==> config.mk <==
export PLATFORM = sky130hd
export DESIGN_NAME = csi_beamforming_record_unpacker
export DESIGN_NICKNAME = d
export VERILOG_FILES = /design/src/rtl/csibf_pkg.sv /design/src/rtl/csibf_parser.sv /design/src/rtl/csi_beamforming_record_unpacker.sv
export SDC_FILE = /design/constraint.sdc
export NUM_CORES = 1
export LEC_CHECK = 0
export ABC_CLOCK_PERIOD_IN_PS = 5800
export CORE_ASPECT_RATIO = 1.4
export CORE_UTILIZATION = 43
export DETAILED_ROUTE_END_ITERATION = 10
export DONT_BUFFER_PORTS = 1
export HOLD_SLACK_MARGIN = 0.05
export PLACE_DENSITY_LB_ADDON = 0.25
export SLEW_MARGIN = 0
export SYNTH_ARGS = -nofsm -noshare
export SYNTH_HDL_FRONTEND = slang
export SYNTH_SLANG_ARGS = --single-unit
==> constraint.sdc <==
create_clock -name clk -period 5.8 [get_ports clk]
set_input_delay 1.16 -clock clk [delete_from_list [all_inputs] [get_ports clk]]
set_output_delay 1.16 -clock clk [all_outputs]
set_load 0.005 [all_outputs]
==> src/rtl/csibf_pkg.sv <==
package csibf_pkg;

    localparam int SUBCARRIERS  = 30;
    localparam int HEADER_BYTES = 20;
    localparam int MAX_ANTENNAS = 3;

    localparam logic [7:0] RECORD_CODE_RESET = 8'd187;
    localparam int         SKIP_BITS         = 3;

    typedef enum logic [1:0] {
        KIND_HEADER   = 2'd0,
        KIND_VALUE    = 2'd1,
        KIND_MISMATCH = 2'd2
    } kind_t;

    typedef struct packed {
        kind_t              kind;
        logic signed [7:0]  csi_value;
        logic [4:0]         subcarrier;
        logic [3:0]         pair_index;
        logic               is_imag;
        logic [31:0]        timestamp;
        logic [15:0]        beamforming_count;
        logic [7:0]         rx_antennas;
        logic [7:0]         tx_antennas;
        logic [23:0]        rssi_triplet;
        logic [7:0]         noise_level;
        logic [5:0]         antenna_order;
    } result_t;

    // payload bytes for a given number of antenna pairs
    function automatic logic [15:0] expected_len(input logic [3:0] pairs);
        logic [15:0] p;
        p = {12'b0, pairs};
        return (16'(SUBCARRIERS) * (p * 16'd16 + 16'(SKIP_BITS)) + 16'd7) >> 3;
    endfunction

endpackage

==> src/rtl/csibf_parser.sv <==
module csibf_parser (
    input  logic                clk,
    input  logic                rst_n,
    input  logic [7:0]          record_code,
    input  logic                in_fire,
    input  logic [7:0]          data_byte,
    output logic                emit,
    output csibf_pkg::result_t  res
);

    typedef enum logic [1:0] {
        PH_HUNT    = 2'd0,
        PH_HEADER  = 2'd1,
        PH_PAYLOAD = 2'd2
    } phase_t;

    phase_t      phase_reg, phase_next;
    logic [9:0]  byte_counter_reg, byte_counter_next;
    logic [31:0] ts_reg, ts_next;
    logic [15:0] count_reg, count_next;
    logic [7:0]  rx_reg, rx_next;
    logic [7:0]  tx_reg, tx_next;
    logic [23:0] rssi_reg, rssi_next;
    logic [7:0]  noise_reg, noise_next;
    logic [5:0]  antsel_reg, antsel_next;
    logic [15:0] len_reg, len_next;
    logic [9:0]  payload_length_reg, payload_length_next;
    logic [15:0] bit_buffer_reg, bit_buffer_next;
    logic [2:0]  bit_count_reg, bit_count_next;
    logic        skip_pending_reg, skip_pending_next;
    logic [4:0]  subcarrier_reg, subcarrier_next;
    logic [3:0]  pair_reg, pair_next;
    logic        imag_reg, imag_next;

    always_comb
    begin
        logic [15:0] bits_v;
        logic [3:0]  cnt_v;
        logic [3:0]  pairs_v;
        logic [9:0]  byte_inc;
        logic        len_ok;

        phase_next          = phase_reg;
        byte_counter_next   = byte_counter_reg;
        ts_next             = ts_reg;
        count_next          = count_reg;
        rx_next             = rx_reg;
        tx_next             = tx_reg;
        rssi_next           = rssi_reg;
        noise_next          = noise_reg;
        antsel_next         = antsel_reg;
        len_next            = len_reg;
        payload_length_next = payload_length_reg;
        bit_buffer_next     = bit_buffer_reg;
        bit_count_next      = bit_count_reg;
        skip_pending_next   = skip_pending_reg;
        subcarrier_next     = subcarrier_reg;
        pair_next           = pair_reg;
        imag_next           = imag_reg;

        emit                  = 1'b0;
        res.kind              = csibf_pkg::KIND_HEADER;
        res.csi_value         = '0;
        res.subcarrier        = '0;
        res.pair_index        = '0;
        res.is_imag           = 1'b0;
        res.timestamp         = ts_reg;
        res.beamforming_count = count_reg;
        res.rx_antennas       = rx_reg;
        res.tx_antennas       = tx_reg;
        res.rssi_triplet      = rssi_reg;
        res.noise_level       = noise_reg;
        res.antenna_order     = antsel_reg;

        byte_inc = byte_counter_reg + 10'd1;
        // counts are at most three once a record is in its payload
        pairs_v  = {2'b0, rx_reg[1:0]} * {2'b0, tx_reg[1:0]};
        bits_v   = bit_buffer_reg | (16'(data_byte) << bit_count_reg);
        cnt_v    = {1'b0, bit_count_reg} + 4'd8;
        len_ok   = 1'b0;

        if (in_fire)
        begin
            case (phase_reg)
                PH_HUNT:
                begin
                    if (data_byte == record_code)
                    begin
                        phase_next        = PH_HEADER;
                        byte_counter_next = '0;
                    end
                end
                PH_HEADER:
                begin
                    byte_counter_next = byte_inc;
                    case (byte_counter_reg)
                        10'd0:   ts_next[7:0]      = data_byte;
                        10'd1:   ts_next[15:8]     = data_byte;
                        10'd2:   ts_next[23:16]    = data_byte;
                        10'd3:   ts_next[31:24]    = data_byte;
                        10'd4:   count_next[7:0]   = data_byte;
                        10'd5:   count_next[15:8]  = data_byte;
                        10'd8:   rx_next           = data_byte;
                        10'd9:   tx_next           = data_byte;
                        10'd10:  rssi_next[7:0]    = data_byte;
                        10'd11:  rssi_next[15:8]   = data_byte;
                        10'd12:  rssi_next[23:16]  = data_byte;
                        10'd13:  noise_next        = data_byte;
                        10'd15:  antsel_next       = data_byte[5:0];
                        10'd16:  len_next[7:0]     = data_byte;
                        10'd17:  len_next[15:8]    = data_byte;
                        default: ;
                    endcase
                    if (byte_counter_reg == 10'(csibf_pkg::HEADER_BYTES - 1))
                    begin
                        len_ok = (rx_reg <= 8'(csibf_pkg::MAX_ANTENNAS))
                              && (tx_reg <= 8'(csibf_pkg::MAX_ANTENNAS))
                              && (csibf_pkg::expected_len(pairs_v) == len_reg);
                        byte_counter_next = '0;
                        emit              = 1'b1;
                        if (!len_ok)
                        begin
                            phase_next = PH_HUNT;
                            res.kind   = csibf_pkg::KIND_MISMATCH;
                        end
                        else
                        begin
                            payload_length_next = len_reg[9:0];
                            bit_buffer_next     = '0;
                            bit_count_next      = '0;
                            skip_pending_next   = 1'b1;
                            subcarrier_next     = '0;
                            pair_next           = '0;
                            imag_next           = 1'b0;
                            phase_next = (len_reg == 16'd0) ? PH_HUNT : PH_PAYLOAD;
                        end
                    end
                end
                PH_PAYLOAD:
                begin
                    if (pairs_v != 4'd0
                        && subcarrier_reg < 5'(csibf_pkg::SUBCARRIERS))
                    begin
                        // the fresh byte always covers the three skipped bits
                        if (skip_pending_reg)
                        begin
                            bits_v            = bits_v >> csibf_pkg::SKIP_BITS;
                            cnt_v             = cnt_v - 4'(csibf_pkg::SKIP_BITS);
                            skip_pending_next = 1'b0;
                        end
                        if (cnt_v >= 4'd8)
                        begin
                            emit           = 1'b1;
                            res.kind       = csibf_pkg::KIND_VALUE;
                            res.csi_value  = bits_v[7:0];
                            res.subcarrier = subcarrier_reg;
                            res.pair_index = pair_reg;
                            res.is_imag    = imag_reg;
                            bits_v         = bits_v >> 8;
                            cnt_v          = cnt_v - 4'd8;
                            if (imag_reg)
                            begin
                                imag_next = 1'b0;
                                if (pair_reg + 4'd1 >= pairs_v)
                                begin
                                    pair_next         = '0;
                                    subcarrier_next   = subcarrier_reg + 5'd1;
                                    skip_pending_next = 1'b1;
                                end
                                else
                                begin
                                    pair_next = pair_reg + 4'd1;
                                end
                            end
                            else
                            begin
                                imag_next = 1'b1;
                            end
                        end
                    end
                    else
                    begin
                        bits_v = '0;
                        cnt_v  = '0;
                    end
                    bit_buffer_next   = bits_v;
                    bit_count_next    = cnt_v[2:0];
                    byte_counter_next = byte_inc;
                    if (byte_inc >= payload_length_reg)
                    begin
                        phase_next = PH_HUNT;
                    end
                end
                default:
                begin
                    phase_next = PH_HUNT;
                end
            endcase
        end
    end

    always_ff @(posedge clk or negedge rst_n)
    begin
        if (!rst_n)
        begin
            phase_reg          <= PH_HUNT;
            byte_counter_reg   <= '0;
            ts_reg             <= '0;
            count_reg          <= '0;
            rx_reg             <= '0;
            tx_reg             <= '0;
            rssi_reg           <= '0;
            noise_reg          <= '0;
            antsel_reg         <= '0;
            len_reg            <= '0;
            payload_length_reg <= '0;
            bit_buffer_reg     <= '0;
            bit_count_reg      <= '0;
            skip_pending_reg   <= 1'b1;
            subcarrier_reg     <= '0;
            pair_reg           <= '0;
            imag_reg           <= 1'b0;
        end
        else
        begin
            phase_reg          <= phase_next;
            byte_counter_reg   <= byte_counter_next;
            ts_reg             <= ts_next;
            count_reg          <= count_next;
            rx_reg             <= rx_next;
            tx_reg             <= tx_next;
            rssi_reg           <= rssi_next;
            noise_reg          <= noise_next;
            antsel_reg         <= antsel_next;
            len_reg            <= len_next;
            payload_length_reg <= payload_length_next;
            bit_buffer_reg     <= bit_buffer_next;
            bit_count_reg      <= bit_count_next;
            skip_pending_reg   <= skip_pending_next;
            subcarrier_reg     <= subcarrier_next;
            pair_reg           <= pair_next;
            imag_reg           <= imag_next;
        end
    end

endmodule

==> src/rtl/csi_beamforming_record_unpacker.sv <==
// channel  | handshake                | payload
// cfg      | cfg_valid / cfg_ready    | cfg_data (record code)
// input    | in_valid / in_ready      | data_byte
// output   | out_valid / out_ready    | kind, csi_value, position and header fields
//
// one byte is taken per cycle while in_ready is high; the result it causes is registered
// the byte is parsed straight into the result register; a one-entry skid register
// behind it lets a byte in while a result waits, in_ready drops only when both are full
// cfg_ready is always high; reset leaves the record code at 187 and hunting
module csi_beamforming_record_unpacker (
    input  logic               clk,
    input  logic               rst_n,
    input  logic               cfg_valid,
    output logic               cfg_ready,
    input  logic [7:0]         cfg_data,
    input  logic               in_valid,
    output logic               in_ready,
    input  logic [7:0]         data_byte,
    output logic               out_valid,
    input  logic               out_ready,
    output logic [1:0]         kind,
    output logic signed [7:0]  csi_value,
    output logic [4:0]         subcarrier,
    output logic [3:0]         pair_index,
    output logic               is_imag,
    output logic [31:0]        timestamp,
    output logic [15:0]        beamforming_count,
    output logic [7:0]         rx_antennas,
    output logic [7:0]         tx_antennas,
    output logic [23:0]        rssi_triplet,
    output logic [7:0]         noise_level,
    output logic [5:0]         antenna_order
);

    logic [7:0]          record_code_reg;
    logic                in_fire;
    logic                emit;
    logic                pop;
    csibf_pkg::result_t  res;
    csibf_pkg::result_t  out_reg;
    csibf_pkg::result_t  skid_reg;
    logic                out_valid_reg;
    logic                skid_valid_reg;

    assign cfg_ready = 1'b1;
    assign in_ready  = !skid_valid_reg;
    assign in_fire   = in_valid && in_ready;
    assign pop       = out_valid_reg && out_ready;

    always_ff @(posedge clk or negedge rst_n)
    begin
        if (!rst_n)
        begin
            record_code_reg <= csibf_pkg::RECORD_CODE_RESET;
        end
        else if (cfg_valid)
        begin
            record_code_reg <= cfg_data;
        end
    end

    csibf_parser u_parser (
        .clk         (clk),
        .rst_n       (rst_n),
        .record_code (record_code_reg),
        .in_fire     (in_fire),
        .data_byte   (data_byte),
        .emit        (emit),
        .res         (res)
    );

    always_ff @(posedge clk or negedge rst_n)
    begin
        if (!rst_n)
        begin
            out_valid_reg  <= 1'b0;
            skid_valid_reg <= 1'b0;
            out_reg        <= '0;
            skid_reg       <= '0;
        end
        else if (skid_valid_reg)
        begin
            // no new transaction enters while the skid entry is full
            if (pop)
            begin
                out_reg        <= skid_reg;
                skid_valid_reg <= 1'b0;
            end
        end
        else if (in_fire && emit)
        begin
            if (!out_valid_reg || pop)
            begin
                out_reg       <= res;
                out_valid_reg <= 1'b1;
            end
            else
            begin
                skid_reg       <= res;
                skid_valid_reg <= 1'b1;
            end
        end
        else if (pop)
        begin
            out_valid_reg <= 1'b0;
        end
    end

    assign out_valid         = out_valid_reg;
    assign kind              = out_reg.kind;
    assign csi_value         = out_reg.csi_value;
    assign subcarrier        = out_reg.subcarrier;
    assign pair_index        = out_reg.pair_index;
    assign is_imag           = out_reg.is_imag;
    assign timestamp         = out_reg.timestamp;
    assign beamforming_count = out_reg.beamforming_count;
    assign rx_antennas       = out_reg.rx_antennas;
    assign tx_antennas       = out_reg.tx_antennas;
    assign rssi_triplet      = out_reg.rssi_triplet;
    assign noise_level       = out_reg.noise_level;
    assign antenna_order     = out_reg.antenna_order;

endmodule

==> Yosys cells after proc, flatten, opt, wreduce, memory -nomap -nowiden <==
Cells that the tools add are included.
{ "op_classes": {"bitwise_logic": 3, "shifts": 1, "magnitude_cmp": 6, "add_sub_neg": 8, "multipliers": 2, "n_eq_ne": 29, "n_reduce_logical": 44, "mux": 74} }
{ "op_table": {"columns": ["operator", "count"], "rows": [
  ["$mux W122", 4],
  ["$mux W16", 5],
  ["$eq A10 B4 Y1 const B", 7],
  ["$reduce_and A3 Y1", 19],
  ["$mux W20", 2],
  ["$mux W4", 10],
  ["$pmux W16 S2", 1],
  ["$eq A10 B5 Y1 const B", 3],
  ["$mux W5", 6],
  ["$pmux W10 S3", 1],
  ["$mux W1", 22],
  ["$eq A10 B2 Y1 const B", 2],
  ["$eq A10 B3 Y1 const B", 2],
  ["$mux W10", 2],
  ["$mux W19", 1],
  ["$mux W18", 1],
  ["$ne A2 B1 Y1 const B", 9],
  ["$add A16 B3 Y16 const B", 1],
  ["$eq A13 B16 Y1", 1],
  ["$le A8 B2 Y1 const B", 2],
  ["$logic_not A16 Y1", 1],
  ["$mul A4 B16 Y15 const A", 1],
  ["$or A16 B16 Y16", 1],
  ["$shl A8 B3 Y16", 1],
  ["other kinds (39)", 62]
]} }
{ "totals": {"register_bits": 424, "word_cells": 218} }

==> Longest topological paths before layout <==
{ "depth": {"ltp_word": 14, "ltp_mapped": 22, "ltp_nobuf": 18} }

==> Hierarchy <==
Synthesis repeated with hierarchy kept, for this count alone.
{ "hier_totals": {"hier_cells": 1521, "area_unflattened_um2": 20136.8} }
{ "modules_own_cells": {"columns": ["module", "cells_each", "n_inst", "area_per_inst_um2"], "rows": [
  ["csi_beamforming_record_unpacker", 682, 1, 10958.0],
  ["csibf_parser", 839, 1, 9178.8]
]} }

==> Worst setup path after synthesis <==
No wires, ideal clock.
{ "synth_path": {"path_kind": "register to register", "startpoint": "register u_parser.tx_reg[1]", "endpoint": "register u_parser.payload_length_reg[2]", "path_slack_ps": 774, "arrival_time_ps": 4901, "path_stages_with_launch": 22, "n_path_buf": 3, "period_less_slack_ps": 5026, "required_time_ps": 5675, "cell_sequence": "dfrtp_1 -> and2_1 -> ha_1 -> inv_1 -> ha_1 -> buf_6 -> inv_1 -> fa_1 -> fa_1 -> inv_1 -> ha_1 -> nor3_1 -> or4b_1 -> buf_2 -> a2111oi_4 -> a211oi_1 -> a211oi_2 -> o2111a_2 -> nor2b_4 -> and2_1 -> buf_6 -> mux2_2"} }
{ "synth_via": {"elab_chain_len": 7} }
{ "synth_rtl": {"columns": ["item", "line", "source"], "rows": [
  ["start: declaration", "csibf_parser.sv:22", "logic [7:0] tx_reg, tx_next;"],
  ["start signal: assignment", "csibf_parser.sv:231", "tx_reg <= tx_next;"],
  ["$mul A2 B2 Y4", "csibf_parser.sv:77", "pairs_v = {2'b0, rx_reg[1:0]} * {2'b0, tx_reg[1:0]};"],
  ["$add A8 B2 Y9", "csibf_pkg.sv:35", "return (16'(SUBCARRIERS) * (p * 16'd16 + 16'(SKIP_BITS)) + 16'd7) >> 3;"],
  ["$mul A4 B16 Y15", "csibf_pkg.sv:35", null],
  ["$add A16 B3 Y16", "csibf_pkg.sv:35", null],
  ["$eq A13 B16 Y1", "csibf_parser.sv:118", "&& (csibf_pkg::expected_len(pairs_v) == len_reg);"],
  ["$logic_and A1 B1 Y1 *", "csibf_parser.sv:118", null],
  ["$reduce_and A4 Y1 (no source line) *", null, null],
  ["end signal: assignment", "csibf_parser.sv:236", "payload_length_reg <= payload_length_next;"],
  ["end: declaration", "csibf_parser.sv:27", "logic [9:0] payload_length_reg, payload_length_next;"]
]} }
Mark *: on every way between the ends. The rest lies on a longest branch, timed or not.
A chain may end at the register's enable or synchronous reset.

==> Worst setup path in the final report <==
{ "layout_path": {"startpoint": "register u_parser.tx_reg[1]", "endpoint": "register u_parser.bit_buffer_reg[6]"} }
{ "layout_via": {"elab_chain_len": 8} }
{ "layout_rtl": {"columns": ["item", "line", "source"], "rows": [
  ["$mul A2 B2 Y4", "csibf_parser.sv:77", null],
  ["$add A8 B2 Y9", "csibf_pkg.sv:35", null],
  ["$mul A4 B16 Y15", "csibf_pkg.sv:35", null],
  ["$add A16 B3 Y16", "csibf_pkg.sv:35", null],
  ["$eq A13 B16 Y1", "csibf_parser.sv:118", null],
  ["$logic_and A1 B1 Y1", "csibf_parser.sv:118", null],
  ["$ne A2 B1 Y1 (no source line)", null, null],
  ["$reduce_and A4 Y1 (no source line)", null, null],
  ["end signal: assignment", "csibf_parser.sv:237", "bit_buffer_reg <= bit_buffer_next;"],
  ["end: declaration", "csibf_parser.sv:28", "logic [15:0] bit_buffer_reg, bit_buffer_next;"]
]} }
Parallel ways exist; a longest one is shown, timed or not.

==> flow_summary.yaml <==
placed_design:
  globalplace.congestion: 0.850
  place_ws_ns: 0.323
  place_inst: 2131
  hpwl_um: 27800
  portBuffers: 0
route:
  drtIter0Drc: 721
  antenna_left: 0
  viasPerCell: 5.54
  highest_layer: "met4"
  wl_met1_um: 18800
  finalWirelength_um: 43700
  dr.pass1.iters: 5
  drcViolationCount: 0
  wl_met2_um: 21800
  met3_wirelength_um: 2200
  wl_per_cell_um: 19.8
  vias: 12200
setup_path:
  cp.depth: 18
  critPathLaunch: "u_parser.tx_reg[1]"
  cp_slowest_cell: "fa_1"
  cp-end-kind: "flip-flop"
  crit_required_ns: 6.24
  start_kind: "flip-flop"
  crit_chain: "and2_1, ha_1, inv_1, ha_1, inv_1, fa_1, fa_1, inv_1, ha_1, and3_1, a221oi_1, xor2_1, nor4_1, nor3_1, a211oi_2, a21oi_4, buf_4, mux2_2"
  regToRegEndpoint: "u_parser.bit_buffer_reg[6]"
  critPathBufInv: 4
  cpLargestDelayFamily: "adder cells"
  crit_fanout: 19
  crit_type: "flip-flop to flip-flop"
  arrival_ns: 5.78
  max_stage_delay_ns: 0.55
  crit_end: "u_parser.bit_buffer_reg[6]"
  worstRegToRegCells: 18
  rrSetupSlack_ns: 0.46
  r2r-start: "u_parser.tx_reg[1]"
sta:
  final.period_utilization_pct: 92.0
  timing.max_slew.rel_slack_pct: -34.6
  worst_slack_ns: 0.464
  max_freq_mhz: 187
  setup_viol: 0
  rsz0062_at_grt: "false"
  tightest_slew_ns: 2.02
  drv_slew: 242
  hold-worst-slack_ns: 0.379
  finalHoldViolations: 0
  skew_ns: 0.0375
  fin_crit_ns: 5.34
  tns_ns: 0
logic_synthesis:
  ys_types: 73
  postSynthCellCount: 1658
  postSynth.asyncResetShare_pct: 100
  synth-edff-count: 0
  ys_seq_elements: 424
  yosysSeqAreaShare_pct: 54.8
  syn-cell-area_um2: 19400
  ys.warnings.count: 0
  synthFlopType: "dfrtp_1"
  synth.avg_cell_area_um2: 11.7
  syn_nets: 1722
run_status:
  status: "finished, violations left"
  violations: "slew limit"
cells_and_area:
  multi_input_area_um2: 8190
  drive_above_1_share_pct: 21.3
  final_nets: 1681
  largest_reg_flops: 122
  regArea_um2: 10600
  antennaDiodeCount: 0
  fin_cells: 2205
  fill_cells: 3946
  synthToLayoutAreaGrowth_pct: 9.40
floorplanning:
  ios: 146
  die-area_um2: 45900
  row_count: 91
  die_height_um: 253
  core_area_um2: 44300
  fp.dieW_um: 181
  start_util_pct: 43.7
clock_tree:
  clockBufferDepth: 3
  clkSinkCount: 424
  cts_tree: "yes"
  clk_pin_slew_ns: 0.06
  clk_latency_ns: 0.56
  cts_made_buffers: 41
  ctsHoldBuffers: 0
  cts-root-buf: "clkbuf_16"
  htreeDepth: 2
global_routing:
  grt_max_degree: 425
  grt_pass1_vias: 12100
  antenna_found_initial: 0
  grt_usage_pct: 19.1
  grt_pass1_wl_um: 68900
  gr-total-overflow: 0
job:
  drv_cap: 0
power:
  powerDensity_nw_per_um2: 276
  power.clock.fraction_pct: 45.6
  total_power_mw: 5.86
  pwr-share-seq_pct: 51.5
  p_leak_nw: 9.26
  combPwrFrac_pct: 2.9
  netSwitchingFraction_pct: 21.8
  p_int_mw: 4.58
  p_switching_mw: 1.27
  ir_drop_uv: 208
hold_path:
  hold_path.class: "primary input to asynchronous set/reset pin"
-- cell families after synthesis --
family	count (synthesis)	share of synthesized area [%]
buffers and inverters	145	3.04
multiplexers	366	20.5
flip-flops	424	54.8
AO/OA/AOI/OAI	274	8.70
XOR/XNOR	31	1.44
adder cells (fa/ha/maj)	43	2.89
AND/OR/NAND/NOR	374	8.55
other	1	0.0194
-- power groups by stage --
stage | sequential, mW | clock, mW | combinational (mW)
floorplan | 3.05 | 0 | 0.166
global placement | 3.07 | 0 | 0.162
detailed placement | 3.07 | 0 | 0.169
CTS | 3.01 | 2.75 | 0.169
global route | 3.02 | 2.85 | 0.189
finish | 3.02 | 2.67 | 0.170
-- placed cells by master (no fill, tap or decap), types with 6 or more instances in the layout --
cell type	synthesis	routed
and2_1	13	12
a22o_1	9	9
nor4_1	10	10
nand2b_1	6	6
xor2_1	6	6
a21oi_1	134	133
a21o_1	8	8
and3_1	7	7
nor2_1	167	167
dfstp_2	7	7
clkbuf_16	0	41
mux2_2	247	247
a31oi_1	21	21
buf_4	2	15
nand2_1	110	109
mux2i_1	117	117
a211oi_1	6	6
nor3_1	8	8
inv_1	42	42
xnor2_1	24	24
o21ai_0	41	41
ha_1	40	40
o31ai_1	12	12
nand4_1	8	8
dfrtp_1	417	416
nand3_1	22	22
clkbuf_1	70	13
-- layer usage --
layer  up-vias  GRT usage (%)
li1       5740              -
met1      6167           24.5
met2       245           32.6
met3        55           3.80
met4         0           5.74
met5         -              0
-- cell usage after synthesis (8+ instances only) --
master	instances	share of area [%]
a21o_1	8	0.31
nor2_1	167	3.2
nand3_1	22	0.57
mux2i_1	117	6.0
a22o_1	9	0.41
nand2_1	110	2.1
buf_1	16	0.31
and2_1	13	0.42
nor4_1	10	0.32
clkbuf_1	70	1.4
ha_1	40	2.6
a31oi_1	21	0.68
inv_1	42	0.81
buf_2	11	0.28
mux2_2	247	14
xnor2_1	24	1.1
dfrtp_1	417	54
o31ai_1	12	0.47
nand4_1	8	0.26
o21ai_0	41	1.1
a21oi_1	134	3.5
nor3_1	8	0.21
-- how the worst min path moves through the flow --
stage                                    start                    endpoint  slack (ns)  cells after the start
finish                                   rst_n                 skid_reg[8]        0.38                      0
floorplan           u_parser.bit_buffer_reg[3]  u_parser.bit_buffer_reg[3]        0.44                      2
global placement    u_parser.bit_buffer_reg[3]  u_parser.bit_buffer_reg[3]        0.46                      2
CTS                                      rst_n               pair_index[3]        0.27                      0
global route                             rst_n            antenna_order[2]        0.32                      0
detailed placement  u_parser.bit_buffer_reg[3]  u_parser.bit_buffer_reg[3]        0.47                      2
-- stage by stage --
| step | instance area, um2 | util, % |
|---|---|---|
| finish | 21200 | 47.8 |
| global route | 21200 | 47.8 |
| CTS | 21200 | 47.8 |
| detailed placement | 19800 | 44.8 |
| global placement | 19800 | 44.8 |
| floorplan | 19400 | - |
-- area by class of cell --
type                            instances  share of cell area, %
Multi-Input combinational cell       1089                   38.7
Tap cell                              558                   3.29
Timing Repair Buffer                   18                  0.815
Clock inverter                         14                  0.951
Sequential cell                       424                   50.1
Clock buffer                           59                   5.40
Inverter                               43                  0.762
-- timing repair --
action / 4_1_cts / 5_1_grt
setup endpoints to repair: 0 / 8
setup buffers: 0 / 1
resized for setup: 0 / 2
(Power assumes the default switching activity.)
